### config.mk
export PLATFORM = sky130hd
export DESIGN_NAME = sgm_path_cost_aggregation
export DESIGN_NICKNAME = d
export VERILOG_FILES = /design/src/rtl/sgmpca_pkg.sv /design/src/rtl/sgmpca_front.sv /design/src/rtl/sgmpca_queue.sv /design/src/rtl/sgmpca_back.sv /design/src/rtl/sgm_path_cost_aggregation.sv
export SDC_FILE = /design/constraint.sdc
export NUM_CORES = 2
export LEC_CHECK = 0
export BUFFER_PORTS_ARGS = -buffer_cell sky130_fd_sc_hd__buf_4
export CORE_ASPECT_RATIO = 1.2
export CORE_MARGIN = 2
export CORE_UTILIZATION = 50
export DETAILED_ROUTE_END_ITERATION = 7
export HOLD_SLACK_MARGIN = 0.03
export PLACE_DENSITY = 0.66
export SYNTH_ARGS = -nofsm -noshare
export SYNTH_HDL_FRONTEND = slang
export SYNTH_SLANG_ARGS = --single-unit
export TNS_END_PERCENT = 5
### constraint.sdc
create_clock -name clk -period 32.1 [get_ports clk]
set_input_delay 6.42 -clock clk [delete_from_list [all_inputs] [get_ports clk]]
set_output_delay 6.42 -clock clk [all_outputs]
set_load 0.02 [all_outputs]
### src/rtl/sgmpca_pkg.sv
// ----------------------------------------------------------------------------
// sgmpca_pkg
// Shared types, constants and helpers of the path cost aggregation block.
// ----------------------------------------------------------------------------
package sgmpca_pkg;

  localparam int NUM_DISP    = 64;
  localparam int DISP_W      = $clog2(NUM_DISP);
  localparam int COST_W      = 8;
  localparam int DISP_OUT_W  = 6;
  localparam int MEM_AW      = DISP_W + 1;
  localparam int MEM_DEPTH   = 2 ** MEM_AW;
  localparam int QUEUE_DEPTH = 4;
  localparam int QUEUE_AW    = $clog2(QUEUE_DEPTH);

  localparam int IN_TDATA_W  = 8;
  localparam int IN_TUSER_W  = 1;
  localparam int OUT_TDATA_W = 16;

  localparam int APB_AW      = 3;
  localparam int APB_DW      = 32;

  localparam logic [COST_W-1:0] SAT_MAX           = 8'hFF;
  localparam logic [COST_W-1:0] SMALL_PENALTY_RST = 8'd40;
  localparam logic [COST_W-1:0] LARGE_PENALTY_RST = 8'd200;
  localparam logic [DISP_W-1:0] LAST_DISP         = DISP_W'(NUM_DISP - 1);

  // register select, taken from paddr[2]
  localparam logic REG_SMALL_PENALTY = 1'b0;
  localparam logic REG_LARGE_PENALTY = 1'b1;

  typedef struct packed {
    logic [COST_W-1:0] cost;
    logic [DISP_W-1:0] disp;
    logic              first;
    logic              last;
    logic              bank;
  } item_t;

  function automatic logic [COST_W-1:0] sat_add(input logic [COST_W-1:0] a,
                                                input logic [COST_W-1:0] b);
    logic [COST_W:0] sum;
    sum = {1'b0, a} + {1'b0, b};
    return sum[COST_W] ? SAT_MAX : sum[COST_W-1:0];
  endfunction

  function automatic logic [COST_W-1:0] min2(input logic [COST_W-1:0] a,
                                             input logic [COST_W-1:0] b);
    return (a < b) ? a : b;
  endfunction

endpackage

### src/rtl/sgmpca_front.sv
// ----------------------------------------------------------------------------
// sgmpca_front
// Input stage: tags each cost with its disparity, pixel bank and path flags.
// ----------------------------------------------------------------------------
module sgmpca_front (
  input  logic                                clk,
  input  logic                                rst,
  input  logic                                s_tvalid,
  output logic                                s_tready,
  input  logic [sgmpca_pkg::IN_TDATA_W-1:0]   s_tdata,  // [7:0] match_cost
  input  logic [sgmpca_pkg::IN_TUSER_W-1:0]   s_tuser,  // [0] path_start
  input  logic                                q_full,
  output logic                                q_push,
  output sgmpca_pkg::item_t                   q_item
);

  logic [sgmpca_pkg::DISP_W-1:0] disp;
  logic                          first;
  logic                          bank;
  logic                          item_first;
  logic                          item_last;

  assign s_tready   = !q_full;
  assign q_push     = s_tvalid && s_tready;
  assign item_first = (disp == '0) ? (s_tuser[0] || first) : first;
  assign item_last  = (disp == sgmpca_pkg::LAST_DISP);

  always_comb begin
    q_item       = '0;
    q_item.cost  = s_tdata[sgmpca_pkg::COST_W-1:0];
    q_item.disp  = disp;
    q_item.first = item_first;
    q_item.last  = item_last;
    q_item.bank  = bank;
  end

  always_ff @(posedge clk) begin
    if (rst) begin
      disp  <= '0;
      first <= 1'b1;
      bank  <= 1'b0;
    end else if (q_push) begin
      if (item_last) begin
        disp  <= '0;
        first <= 1'b0;
        bank  <= ~bank;
      end else begin
        disp  <= disp + sgmpca_pkg::DISP_W'(1);
        first <= item_first;
      end
    end
  end

endmodule

### src/rtl/sgmpca_queue.sv
// ----------------------------------------------------------------------------
// sgmpca_queue
// Small FIFO of tagged items between the input and aggregation stages.
// ----------------------------------------------------------------------------
module sgmpca_queue (
  input  logic              clk,
  input  logic              rst,
  input  logic              push,
  input  sgmpca_pkg::item_t push_item,
  output logic              full,
  input  logic              pop,
  output logic              valid,
  output sgmpca_pkg::item_t head
);

  sgmpca_pkg::item_t                  slots [sgmpca_pkg::QUEUE_DEPTH];
  logic [sgmpca_pkg::QUEUE_AW-1:0]    wr_ptr;
  logic [sgmpca_pkg::QUEUE_AW-1:0]    rd_ptr;
  logic [sgmpca_pkg::QUEUE_AW:0]      count;

  assign full  = (count == (sgmpca_pkg::QUEUE_AW+1)'(sgmpca_pkg::QUEUE_DEPTH));
  assign valid = (count != '0);
  assign head  = slots[rd_ptr];

  always_ff @(posedge clk) begin
    if (push) begin
      slots[wr_ptr] <= push_item;
    end
  end

  always_ff @(posedge clk) begin
    if (rst) begin
      wr_ptr <= '0;
      rd_ptr <= '0;
      count  <= '0;
    end else begin
      if (push) begin
        wr_ptr <= wr_ptr + sgmpca_pkg::QUEUE_AW'(1);
      end
      if (pop) begin
        rd_ptr <= rd_ptr + sgmpca_pkg::QUEUE_AW'(1);
      end
      unique case ({push, pop})
        2'b10:   count <= count + (sgmpca_pkg::QUEUE_AW+1)'(1);
        2'b01:   count <= count - (sgmpca_pkg::QUEUE_AW+1)'(1);
        default: count <= count;
      endcase
    end
  end

endmodule

### src/rtl/sgmpca_back.sv
// ----------------------------------------------------------------------------
// sgmpca_back
// Aggregation stage: previous-vector store, penalty minimum, output register.
// ----------------------------------------------------------------------------
module sgmpca_back (
  input  logic                                clk,
  input  logic                                rst,
  input  logic [sgmpca_pkg::COST_W-1:0]       small_penalty,
  input  logic [sgmpca_pkg::COST_W-1:0]       large_penalty,
  input  logic                                q_valid,
  input  sgmpca_pkg::item_t                   q_item,
  output logic                                q_pop,
  output logic                                m_tvalid,
  input  logic                                m_tready,
  output logic [sgmpca_pkg::OUT_TDATA_W-1:0]  m_tdata,  // [7:0] path_cost, [13:8] disparity
  output logic                                m_tlast   // pixel_done
);

  logic [sgmpca_pkg::COST_W-1:0] mem [sgmpca_pkg::MEM_DEPTH];

  sgmpca_pkg::item_t             s1;
  logic                          s1_valid;
  logic                          s1_fire;
  logic [sgmpca_pkg::COST_W-1:0] rd_data;
  logic [sgmpca_pkg::MEM_AW-1:0] rd_addr;
  logic [sgmpca_pkg::MEM_AW-1:0] wr_addr;

  logic [sgmpca_pkg::COST_W-1:0] win_left;
  logic [sgmpca_pkg::COST_W-1:0] win_mid;
  logic [sgmpca_pkg::COST_W-1:0] cur0;
  logic [sgmpca_pkg::COST_W-1:0] prev0;
  logic [sgmpca_pkg::COST_W-1:0] prev_min;
  logic [sgmpca_pkg::COST_W-1:0] run_min;
  logic [sgmpca_pkg::COST_W-1:0] run_min_next;

  logic                          at_zero;
  logic [sgmpca_pkg::COST_W-1:0] mid;
  logic [sgmpca_pkg::COST_W-1:0] left;
  logic [sgmpca_pkg::COST_W-1:0] right;
  logic [sgmpca_pkg::COST_W-1:0] jump;
  logic [sgmpca_pkg::COST_W-1:0] best;
  logic [sgmpca_pkg::COST_W-1:0] bound;
  logic [sgmpca_pkg::COST_W-1:0] excess;
  logic [sgmpca_pkg::COST_W-1:0] res;

  assign s1_fire = s1_valid && (!m_tvalid || m_tready);
  assign q_pop   = q_valid && (!s1_valid || s1_fire);
  assign rd_addr = {~q_item.bank, q_item.disp + sgmpca_pkg::DISP_W'(1)};
  assign wr_addr = {s1.bank, s1.disp};

  always_comb begin
    at_zero      = (s1.disp == '0);
    mid          = at_zero ? prev0 : win_mid;
    left         = at_zero ? sgmpca_pkg::SAT_MAX
                           : sgmpca_pkg::sat_add(win_left, small_penalty);
    right        = s1.last ? sgmpca_pkg::SAT_MAX
                           : sgmpca_pkg::sat_add(rd_data, small_penalty);
    jump         = sgmpca_pkg::sat_add(prev_min, large_penalty);
    best         = sgmpca_pkg::min2(sgmpca_pkg::min2(mid, left),
                                    sgmpca_pkg::min2(right, jump));
    bound        = (best < prev_min) ? prev_min : best;
    excess       = bound - prev_min;
    res          = s1.first ? s1.cost : sgmpca_pkg::sat_add(s1.cost, excess);
    run_min_next = at_zero ? res : sgmpca_pkg::min2(run_min, res);
  end

  // vector store: read the right neighbor on entry, write the result on exit
  always_ff @(posedge clk) begin
    if (s1_fire) begin
      mem[wr_addr] <= res;
    end
    if (q_pop) begin
      s1 <= q_item;
      if (s1_fire && (wr_addr == rd_addr)) begin
        rd_data <= res;
      end else begin
        rd_data <= mem[rd_addr];
      end
    end
  end

  always_ff @(posedge clk) begin
    if (s1_fire) begin
      win_left <= mid;
      win_mid  <= rd_data;
      if (at_zero) begin
        cur0 <= res;
      end
      if (s1.last) begin
        prev0 <= cur0;
      end
      m_tdata <= sgmpca_pkg::OUT_TDATA_W'({sgmpca_pkg::DISP_OUT_W'(s1.disp), res});
      m_tlast <= s1.last;
    end
  end

  always_ff @(posedge clk) begin
    if (rst) begin
      s1_valid <= 1'b0;
      m_tvalid <= 1'b0;
      prev_min <= '0;
      run_min  <= sgmpca_pkg::SAT_MAX;
    end else begin
      if (q_pop) begin
        s1_valid <= 1'b1;
      end else if (s1_fire) begin
        s1_valid <= 1'b0;
      end
      if (s1_fire) begin
        m_tvalid <= 1'b1;
      end else if (m_tready) begin
        m_tvalid <= 1'b0;
      end
      if (s1_fire) begin
        if (s1.last) begin
          prev_min <= run_min_next;
          run_min  <= sgmpca_pkg::SAT_MAX;
        end else begin
          run_min  <= run_min_next;
        end
      end
    end
  end

`ifndef ASSERT_OFF
  a_cost_floor: assert property (@(posedge clk) disable iff (rst)
    s1_fire && !s1.first |-> res >= s1.cost)
    else $error("aggregated cost below matching cost");

  a_min_falls: assert property (@(posedge clk) disable iff (rst)
    s1_fire && !at_zero && !s1.last |=> run_min <= $past(run_min))
    else $error("running minimum increased within a pixel");

  a_min_rearm: assert property (@(posedge clk) disable iff (rst)
    s1_fire && s1.last |=> run_min == sgmpca_pkg::SAT_MAX)
    else $error("running minimum not rearmed after pixel end");
`endif

endmodule

### src/rtl/sgm_path_cost_aggregation.sv
// ----------------------------------------------------------------------------
// sgm_path_cost_aggregation
// Semi-global matching cost aggregation along one scanline path.
// ----------------------------------------------------------------------------
// Input stream s_*: one matching cost per transaction, disparities 0 to
// NUM_DISP-1 of a pixel in order, pixels in path order. s_tuser[0] on the
// disparity-0 transaction marks the first pixel of a path.
// Output stream m_*: one aggregated cost per input transaction, in order,
// with its disparity; m_tlast marks the last disparity of a pixel.
// APB port: P1 at address 0x0, P2 at address 0x4; write only while idle.
// From input to output an item passes the queue, the store read and the result
// register. One transaction per cycle is sustained while the receiver accepts;
// the rate is set by the single-port read and single-port write of the two-bank
// vector store, one disparity each per cycle.
// Reset clears the disparity count and the queue and treats the next pixel
// as a path start; P1 and P2 return to 40 and 200.
// When the receiver stalls the result register holds, the queue fills and
// s_tready drops once it is full.
// ----------------------------------------------------------------------------
module sgm_path_cost_aggregation (
  input  logic                                clk,
  input  logic                                rst,
  input  logic                                s_tvalid,
  output logic                                s_tready,
  input  logic [sgmpca_pkg::IN_TDATA_W-1:0]   s_tdata,  // [7:0] match_cost
  input  logic [sgmpca_pkg::IN_TUSER_W-1:0]   s_tuser,  // [0] path_start
  output logic                                m_tvalid,
  input  logic                                m_tready,
  output logic [sgmpca_pkg::OUT_TDATA_W-1:0]  m_tdata,  // [7:0] path_cost, [13:8] disparity
  output logic                                m_tlast,  // pixel_done
  input  logic                                psel,
  input  logic                                penable,
  input  logic                                pwrite,
  input  logic [sgmpca_pkg::APB_AW-1:0]       paddr,
  input  logic [sgmpca_pkg::APB_DW-1:0]       pwdata,
  output logic [sgmpca_pkg::APB_DW-1:0]       prdata,
  output logic                                pready
);

  logic [sgmpca_pkg::COST_W-1:0] small_penalty;
  logic [sgmpca_pkg::COST_W-1:0] large_penalty;
  logic                          reg_sel;
  logic                          q_full;
  logic                          q_push;
  logic                          q_pop;
  logic                          q_valid;
  sgmpca_pkg::item_t             push_item;
  sgmpca_pkg::item_t             head_item;

  assign pready  = 1'b1;
  assign reg_sel = paddr[2];
  assign prdata  = (reg_sel == sgmpca_pkg::REG_LARGE_PENALTY)
                 ? sgmpca_pkg::APB_DW'(large_penalty)
                 : sgmpca_pkg::APB_DW'(small_penalty);

  always_ff @(posedge clk) begin
    if (rst) begin
      small_penalty <= sgmpca_pkg::SMALL_PENALTY_RST;
      large_penalty <= sgmpca_pkg::LARGE_PENALTY_RST;
    end else if (psel && penable && pwrite && pready) begin
      if (reg_sel == sgmpca_pkg::REG_SMALL_PENALTY) begin
        small_penalty <= pwdata[sgmpca_pkg::COST_W-1:0];
      end else begin
        large_penalty <= pwdata[sgmpca_pkg::COST_W-1:0];
      end
    end
  end

  sgmpca_front u_front (
    .clk      (clk),
    .rst      (rst),
    .s_tvalid (s_tvalid),
    .s_tready (s_tready),
    .s_tdata  (s_tdata),
    .s_tuser  (s_tuser),
    .q_full   (q_full),
    .q_push   (q_push),
    .q_item   (push_item)
  );

  sgmpca_queue u_queue (
    .clk       (clk),
    .rst       (rst),
    .push      (q_push),
    .push_item (push_item),
    .full      (q_full),
    .pop       (q_pop),
    .valid     (q_valid),
    .head      (head_item)
  );

  sgmpca_back u_back (
    .clk           (clk),
    .rst           (rst),
    .small_penalty (small_penalty),
    .large_penalty (large_penalty),
    .q_valid       (q_valid),
    .q_item        (head_item),
    .q_pop         (q_pop),
    .m_tvalid      (m_tvalid),
    .m_tready      (m_tready),
    .m_tdata       (m_tdata),
    .m_tlast       (m_tlast)
  );

endmodule
Word level (Yosys, flattened, before mapping)

Memory sizes are Yosys's and may differ from the RTL's. A register that Yosys moved wholly into a read port is not among the register bits.
Index checks and enable logic that the tools add are counted.

Output and inout bits: 52
Register bits after elaboration: 113
Logic and storage cells: 100
Bits of input ports: 51
Memory bits (writable): 1092
Memories kept: 2

Memory list:

| name          | words | width | rd ports | clocked after memory_dff | write ports | RTL line           | source |
|---|---|---|---|---|---|---|---|
| u_back.mem    | 128   | 8     | 1        | 1                        | 1           | sgmpca_back.sv:19  | `logic [sgmpca_pkg::COST_W-1:0] mem [sgmpca_pkg::MEM_DEPTH];` |
| u_queue.slots | 4     | 17    | 1        | 1                        | 1           | sgmpca_queue.sv:16 | `sgmpca_pkg::item_t slots [sgmpca_pkg::QUEUE_DEPTH];` |

Reduce and logical (&&, ||, !) cells: 22
Equal/unequal tests: 4
Order comparisons: 5
Bitwise logic cells: 3
Add/sub/neg operators: 11
Multiplexer cells: 30

Operators with widths:

| kind                                                                | count |
|---|---|
| 8-bit two-way mux                                                   | 16 |
| 8-bit less-than comparator                                          | 5 |
| 8-bit by 8-bit adder with 9-bit output                              | 4 |
| 6-bit by 1-bit adder with 6-bit output (second input constant)      | 2 |
| 6-bit logical NOT                                                   | 2 |
| 1-bit two-way mux                                                   | 10 |
| 2-bit AND reduction                                                 | 5 |
| 8-bit subtractor                                                    | 1 |
| 6-bit == test (second input constant)                               | 1 |
| 6-bit two-way mux                                                   | 1 |
| 3-bit one-hot mux with 2 select lines                               | 1 |
| 2-bit nonzero test                                                  | 3 |
| 1-bit logical AND                                                   | 5 |
| 2-bit by 1-bit adder with 2-bit output (second input constant)      | 2 |
| 2-bit two-way mux                                                   | 2 |
| 3-bit by 1-bit adder with 3-bit output (second input constant)      | 1 |
| 3-bit == test (second input constant)                               | 1 |
| 1-bit logical NOT                                                   | 3 |
| 1-bit logical OR                                                    | 3 |
| 1-bit inverter                                                      | 3 |
| 3-bit nonzero test                                                  | 1 |
| 3-bit by 1-bit subtractor with 3-bit output (second input constant) | 1 |
| 2-bit by 1-bit == test with 1-bit output (second input constant)    | 1 |
| 2-bit == test (second input constant)                               | 1 |

Logic depth before layout (Yosys ltp)

Depth in word-level cells: 17
Mapped depth: 61
Mapped depth without buffers: 59

Modules after synthesis

From an unflattened synthesis, not the netlist that was laid out.

Cell total of the unflattened synthesis: 2545
Area total of the unflattened synthesis: 50239.4 um^2

Modules (own cells, without submodules):

| module                    | area an instance (um^2) | cells an instance | times used | seq. area each (um^2) |
|---|---|---|---|---|
| sgmpca_back               | 45803.9                 | 2249              | 1          | 33271.9 |
| sgmpca_queue              | 2919.0                  | 132               | 1          | 2222.1 |
| sgm_path_cost_aggregation | 1008.5                  | 103               | 1          | 320.3 |
| sgmpca_front              | 508.0                   | 61                | 1          | 160.2 |

Worst setup path before layout

Ideal clock, no wire load.

Kind: input to output
From: input port paddr[2] (netlist bit)
To: output port prdata[0] (netlist bit)
Stages on the path: 2
Setup slack: 18527 ps
Arrival: 7153 ps
Cell sequence: clkbuf_1 > mux2_2

Cells in the longest elaborated chain, start to end: 1

Ends and longest elaborated chain:

| item               | RTL line                        | source |
|---|---|---|
| start: declaration | sgm_path_cost_aggregation.sv:34 | `input logic [sgmpca_pkg::APB_AW-1:0] paddr,` |
| 8-bit two-way mux  | sgm_path_cost_aggregation.sv:53 | `? sgmpca_pkg::APB_DW'(large_penalty)` |
| end: declaration   | sgm_path_cost_aggregation.sv:36 | `output logic [sgmpca_pkg::APB_DW-1:0] prdata,` |

No other way between the ends.

Worst setup path after layout

From: register u_back.rd_data[0] (netlist bit), read port of u_back.mem
To: register u_back.run_min[6] (netlist bit)

Cells in the longest elaborated chain, start to end: 17

Ends and longest elaborated chain:

| item                                       | RTL line           | source |
|---|---|---|
| start: declaration                         | sgmpca_back.sv:24  | `logic [sgmpca_pkg::COST_W-1:0] rd_data;` |
| 8-bit by 8-bit adder with 9-bit output (*) | sgmpca_pkg.sv:43   | `sum = {1'b0, a} + {1'b0, b};` |
| 8-bit two-way mux (*)                      | sgmpca_pkg.sv:44   | `return sum[COST_W] ? SAT_MAX : sum[COST_W-1:0];` |
| 8-bit two-way mux (*)                      | sgmpca_back.sv:56  | `right = s1.last ? sgmpca_pkg::SAT_MAX` |
| 8-bit less-than comparator                 | sgmpca_pkg.sv:49   | `return (a < b) ? a : b;` |
| 8-bit two-way mux (*)                      | sgmpca_pkg.sv:49   |  |
| 8-bit less-than comparator                 | sgmpca_pkg.sv:49   |  |
| 8-bit two-way mux (*)                      | sgmpca_pkg.sv:49   |  |
| 8-bit less-than comparator                 | sgmpca_back.sv:61  | `bound = (best < prev_min) ? prev_min : best;` |
| [... 2 more ...]                           | n/a                |  |
| 8-bit by 8-bit adder with 9-bit output (*) | sgmpca_pkg.sv:43   |  |
| 8-bit two-way mux (*)                      | sgmpca_pkg.sv:44   |  |
| 8-bit two-way mux (*)                      | sgmpca_back.sv:63  | `res = s1.first ? s1.cost : sgmpca_pkg::sat_add(s1.cost, excess);` |
| via u_back.res (one bit)                   | sgmpca_back.sv:44  | `logic [sgmpca_pkg::COST_W-1:0] res;` |
| 8-bit less-than comparator                 | sgmpca_pkg.sv:49   |  |
| 8-bit two-way mux                          | sgmpca_pkg.sv:49   |  |
| 8-bit two-way mux (*)                      | sgmpca_back.sv:64  | `run_min_next = at_zero ? res : sgmpca_pkg::min2(run_min, res);` |
| 8-bit two-way mux (*)                      | sgmpca_back.sv:115 | `if (s1.last) begin` |
| end signal: assignment                     | sgmpca_back.sv:102 | `run_min <= sgmpca_pkg::SAT_MAX;` |
| end signal: assignment                     | sgmpca_back.sv:117 | `run_min <= sgmpca_pkg::SAT_MAX;` |
| end signal: assignment                     | sgmpca_back.sv:119 | `run_min <= run_min_next;` |
| end: declaration                           | sgmpca_back.sv:33  | `logic [sgmpca_pkg::COST_W-1:0] run_min;` |

Mark *: on every way through the listed nets, which the timed path passes. The rest lies on a longest branch.
A chain may end at the register's enable or synchronous reset.

==> summary.md <==
| Metric | Value |
|---|---|
| Final wirelength | 116000 um |
| Multi-input gate area | 13500 um^2 |
| Largest net degree at the start of global routing | 103 |
| Slew Viols, Final | 0 |
| Die Y | 352 um |
| Period minus WS final | 13.65 ns |
| Slew headroom | 19.0% |
| Post-synthesis adder-cell area fraction | 2.27% |
| Remaining DRCs | 0 |
| WP buf/inv | 4 |
| First-pass GRT wire length | 173000 um |
| Synth warnings | 0 |
| Clock-pin slew on the worst setup and hold paths | 0.07 ns |
| Clock buffer depth | 3 |
| Total GRT Usage | 22.6% |
| Row count | 127 |
| CTS Buf Count | 114 |
| Congestion Overflow GR | 0 |
| Largest family of logic cells by synthesized area | multiplexers |
| Endpoint class of the critical path | flip-flop |
| Clock Latency Late Sink | 0.69 ns |
| Number of global-route vias before repair | 26.9k |
| Worst-margin pin slew | 1.21 ns |
| Share of cells above drive strength 1 | 20.2% |
| Final hold violation count | 0 |
| Core ar. | 99900 um^2 |
| Drt wl/cell | 27.4 um |
| Number of synthesized register bits | 1215 |
| Reg area | 36000 um^2 |
| DR vias/cell | 6.13 |
| Initial antenna violation count | 1 |
| Unrepaired setup endpoints after global routing | no |
| CP Launch Type | flip-flop |
| Vias | 26.0k |
| CP top delay family | compound AO/OA/AOI/OAI gates |
| XOR/XNOR share of the synthesized area | 0.948% |
| IO Pins | 103 |
| CTS tree | yes |
| Slowest cell delay on critical path | 0.88 ns |
| Drt initial violations | 2694 |
| Root Buffer | clkbuf_16 |
| Count of final setup violators | 0 |
| CP max FO | 82 |
| Average size of a mapped cell | 18.1 um^2 |
| Post-Syn Area | 50400 um^2 |
| Final HPWL DP | 71400 um |
| Max H-tree Level | 3 |
| Max-cap violations | 0 |
| PostCTS Resize Cnt | 0 |
| Critical path class | reg2reg |
| Mux contribution to synthesized area | 14.5% |
| Starting Density | 50.5% |
| TritonCTS Sinks | 1215 |
| TNS Setup | 0 ns |
| Unique masters post-synth | 83 |
| Maximum clock rate | 73.2 MHz |
| Slowest cell on crit path | o22a_4 |
| Synth Area in Compound Gates | 3.71% |
| Synth Flop Type | edfxtp_1 |
| Arr. time, crit path | 14.21 ns |
| Hold buffers post-CTS | 0 |
| Die width | 294 um |
| Synth-to-Final Area Change | 10.8% |
| GP Congestion | 0.845 |
| # nets final | 2996 |
| Most used cell, CP | a21oi_1 |
| Die area | 103000 um^2 |
| Simple-gate portion of the synthesized area | 4.77% |
| # fillers | 7396 |
| Hold crit path type | reg2reg |
| Fin crit share | 42.5% |
| Syn Inst Count | 2782 |
| First-pass iteration count of the detailed router | 6 |
| Worst clock skew | 0.0296 ns |
| Status | completed |
| Critical Path RT | 32.66 ns |
| Seq/Total Area, Yosys | 71.3% |
| EDFF count, synth | 1164 |
| IO buf count | 49 |
| Antenna Violating Nets Remaining | 0 |
| Setup bufs post-CTS | 0 |
| Ys async rst share | 0% |
-- kinds of logic after synthesis --
kind of cell	after synthesis
flops	1215
simple gates	538
mux	409
compound gates	268
buf+inv	213
fa+ha+maj	88
xor+xnor	49
other cells	2
-- layout make-up --
type / count / area share [%]
tap: 1290 / 2.89
clock buffer: 139 / 5.39
clock inverter: 75 / 1.49
sequential: 1215 / 64.4
inverter: 59 / 0.452
antenna: 1 / 0.00448
timing repair buffer: 88 / 1.20
multi-input combinational: 1379 / 24.2
-- cell usage after synthesis (9+ instances only) --
| master | number | area, um^2 |
|---|---|---|
| nand4_1 | 24 | 150 |
| buf_2 | 28 | 140 |
| xnor2_1 | 24 | 210 |
| buf_6 | 16 | 180 |
| a21o_1 | 19 | 143 |
| clkbuf_1 | 54 | 203 |
| o21ai_1 | 16 | 80.1 |
| nand3_1 | 80 | 400 |
| a21oi_1 | 58 | 290 |
| xor2_1 | 20 | 175 |
| ha_1 | 82 | 1030 |
| a22oi_1 | 9 | 67.6 |
| o21ai_0 | 39 | 195 |
| nand2_1 | 134 | 503 |
| a221oi_1 | 24 | 210 |
| nor2_1 | 219 | 822 |
| dfxtp_1 | 51 | 1020 |
| buf_4 | 42 | 315 |
| nor2b_1 | 11 | 68.8 |
| mux2i_1 | 115 | 1150 |
| a311oi_1 | 9 | 78.8 |
| mux2_2 | 39 | 439 |
| nand2b_1 | 9 | 56.3 |
| and2_1 | 10 | 62.6 |
| mux4_2 | 254 | 5720 |
| nor3_1 | 15 | 75.1 |
| a211oi_1 | 9 | 67.6 |
| inv_1 | 58 | 218 |
| edfxtp_1 | 1164 | 35000 |
-- state kept, by name, summed over array words and instances, names as in the netlist, 2 cells and up, named ones only --
signal           count
small_penalty        8
u_queue.count        3
u_back.run_min       8
u_back.m_tdata      14
u_back.rd_data       8
u_back.win_left      8
u_back.cur0          8
u_queue.wr_ptr       2
u_queue.rd_ptr       2
u_front.disp         6
u_back.prev_min      8
u_back.mem        1024
u_back.win_mid       8
large_penalty        8
u_back.prev0         8
u_queue.slots       68
u_back.s1           17
-- final timing paths --
kind         cells after the start                end              start  slack (ns)
max                             57  u_back.run_min[6]  u_back.rd_data[0]       18.45
min                              0    u_back.prev0[7]     u_back.cur0[7]        0.42
min reg2reg                      0    u_back.prev0[7]     u_back.cur0[7]        0.42
max reg2reg                     57  u_back.run_min[6]  u_back.rd_data[0]       18.45
-- through the flow --
step	worst slack [ns]	instances	utilization, %	hold slack [ns]	cell area, um^2
2_1_floorplan	18.53	2807	-	0.400	50500
3_3_place_gp	18.60	4031	52.0	0.401	52000
3_5_place_dp	18.57	4031	52.0	0.405	52000
4_1_cts	18.50	4245	55.9	0.419	55900
5_1_grt	17.40	4245	55.9	0.426	55900
6_report	18.45	4246	55.9	0.423	55900
-- per-layer routing --
metal / wire (um) / vias up / global-route usage, %
met5: 0 / - / 0
met4: 4370 / 0 / 8.60
met3: 7510 / 227 / 3.28
met2: 58900 / 997 / 38.1
met1: 45400 / 13546 / 29.9
li1: - / 11268 / -
-- layout by cell type (no fill, tap or decap), types with 19 or more instances in the layout --
cell type / Yosys / final
mux2_2: 39 / 39
o21ai_0: 39 / 39
conb_1: 2 / 27
a221oi_1: 24 / 24
mux4_2: 254 / 254
nand2_1: 134 / 134
nand4_1: 24 / 24
clkinv_2: 0 / 23
clkinv_1: 0 / 21
mux2i_1: 115 / 115
clkbuf_1: 54 / 22
buf_4: 42 / 87
edfxtp_1: 1164 / 1164
inv_1: 58 / 55
nand3_1: 80 / 76
a21oi_1: 58 / 57
ha_1: 82 / 81
nor2_1: 219 / 219
dfxtp_1: 51 / 51
xnor2_1: 24 / 24
a21o_1: 19 / 19
clkbuf_16: 0 / 117
-- worst reg2reg max path: cells and delay by family, from the launching register on --
family                     cells  cell delay, ns
xor gates and xnor gates       1            0.17
AOI/OAI and AO/OA             27            5.75
DFF                            1            0.43
buffers and inverters          4            0.52
adders and majority gates      8            2.46
muxes                          3            1.15
and+or+nand+nor               14            3.07
Power is not shown: default switching activity piles up to over one toggle a cycle in this logic, so the estimate is an artifact.
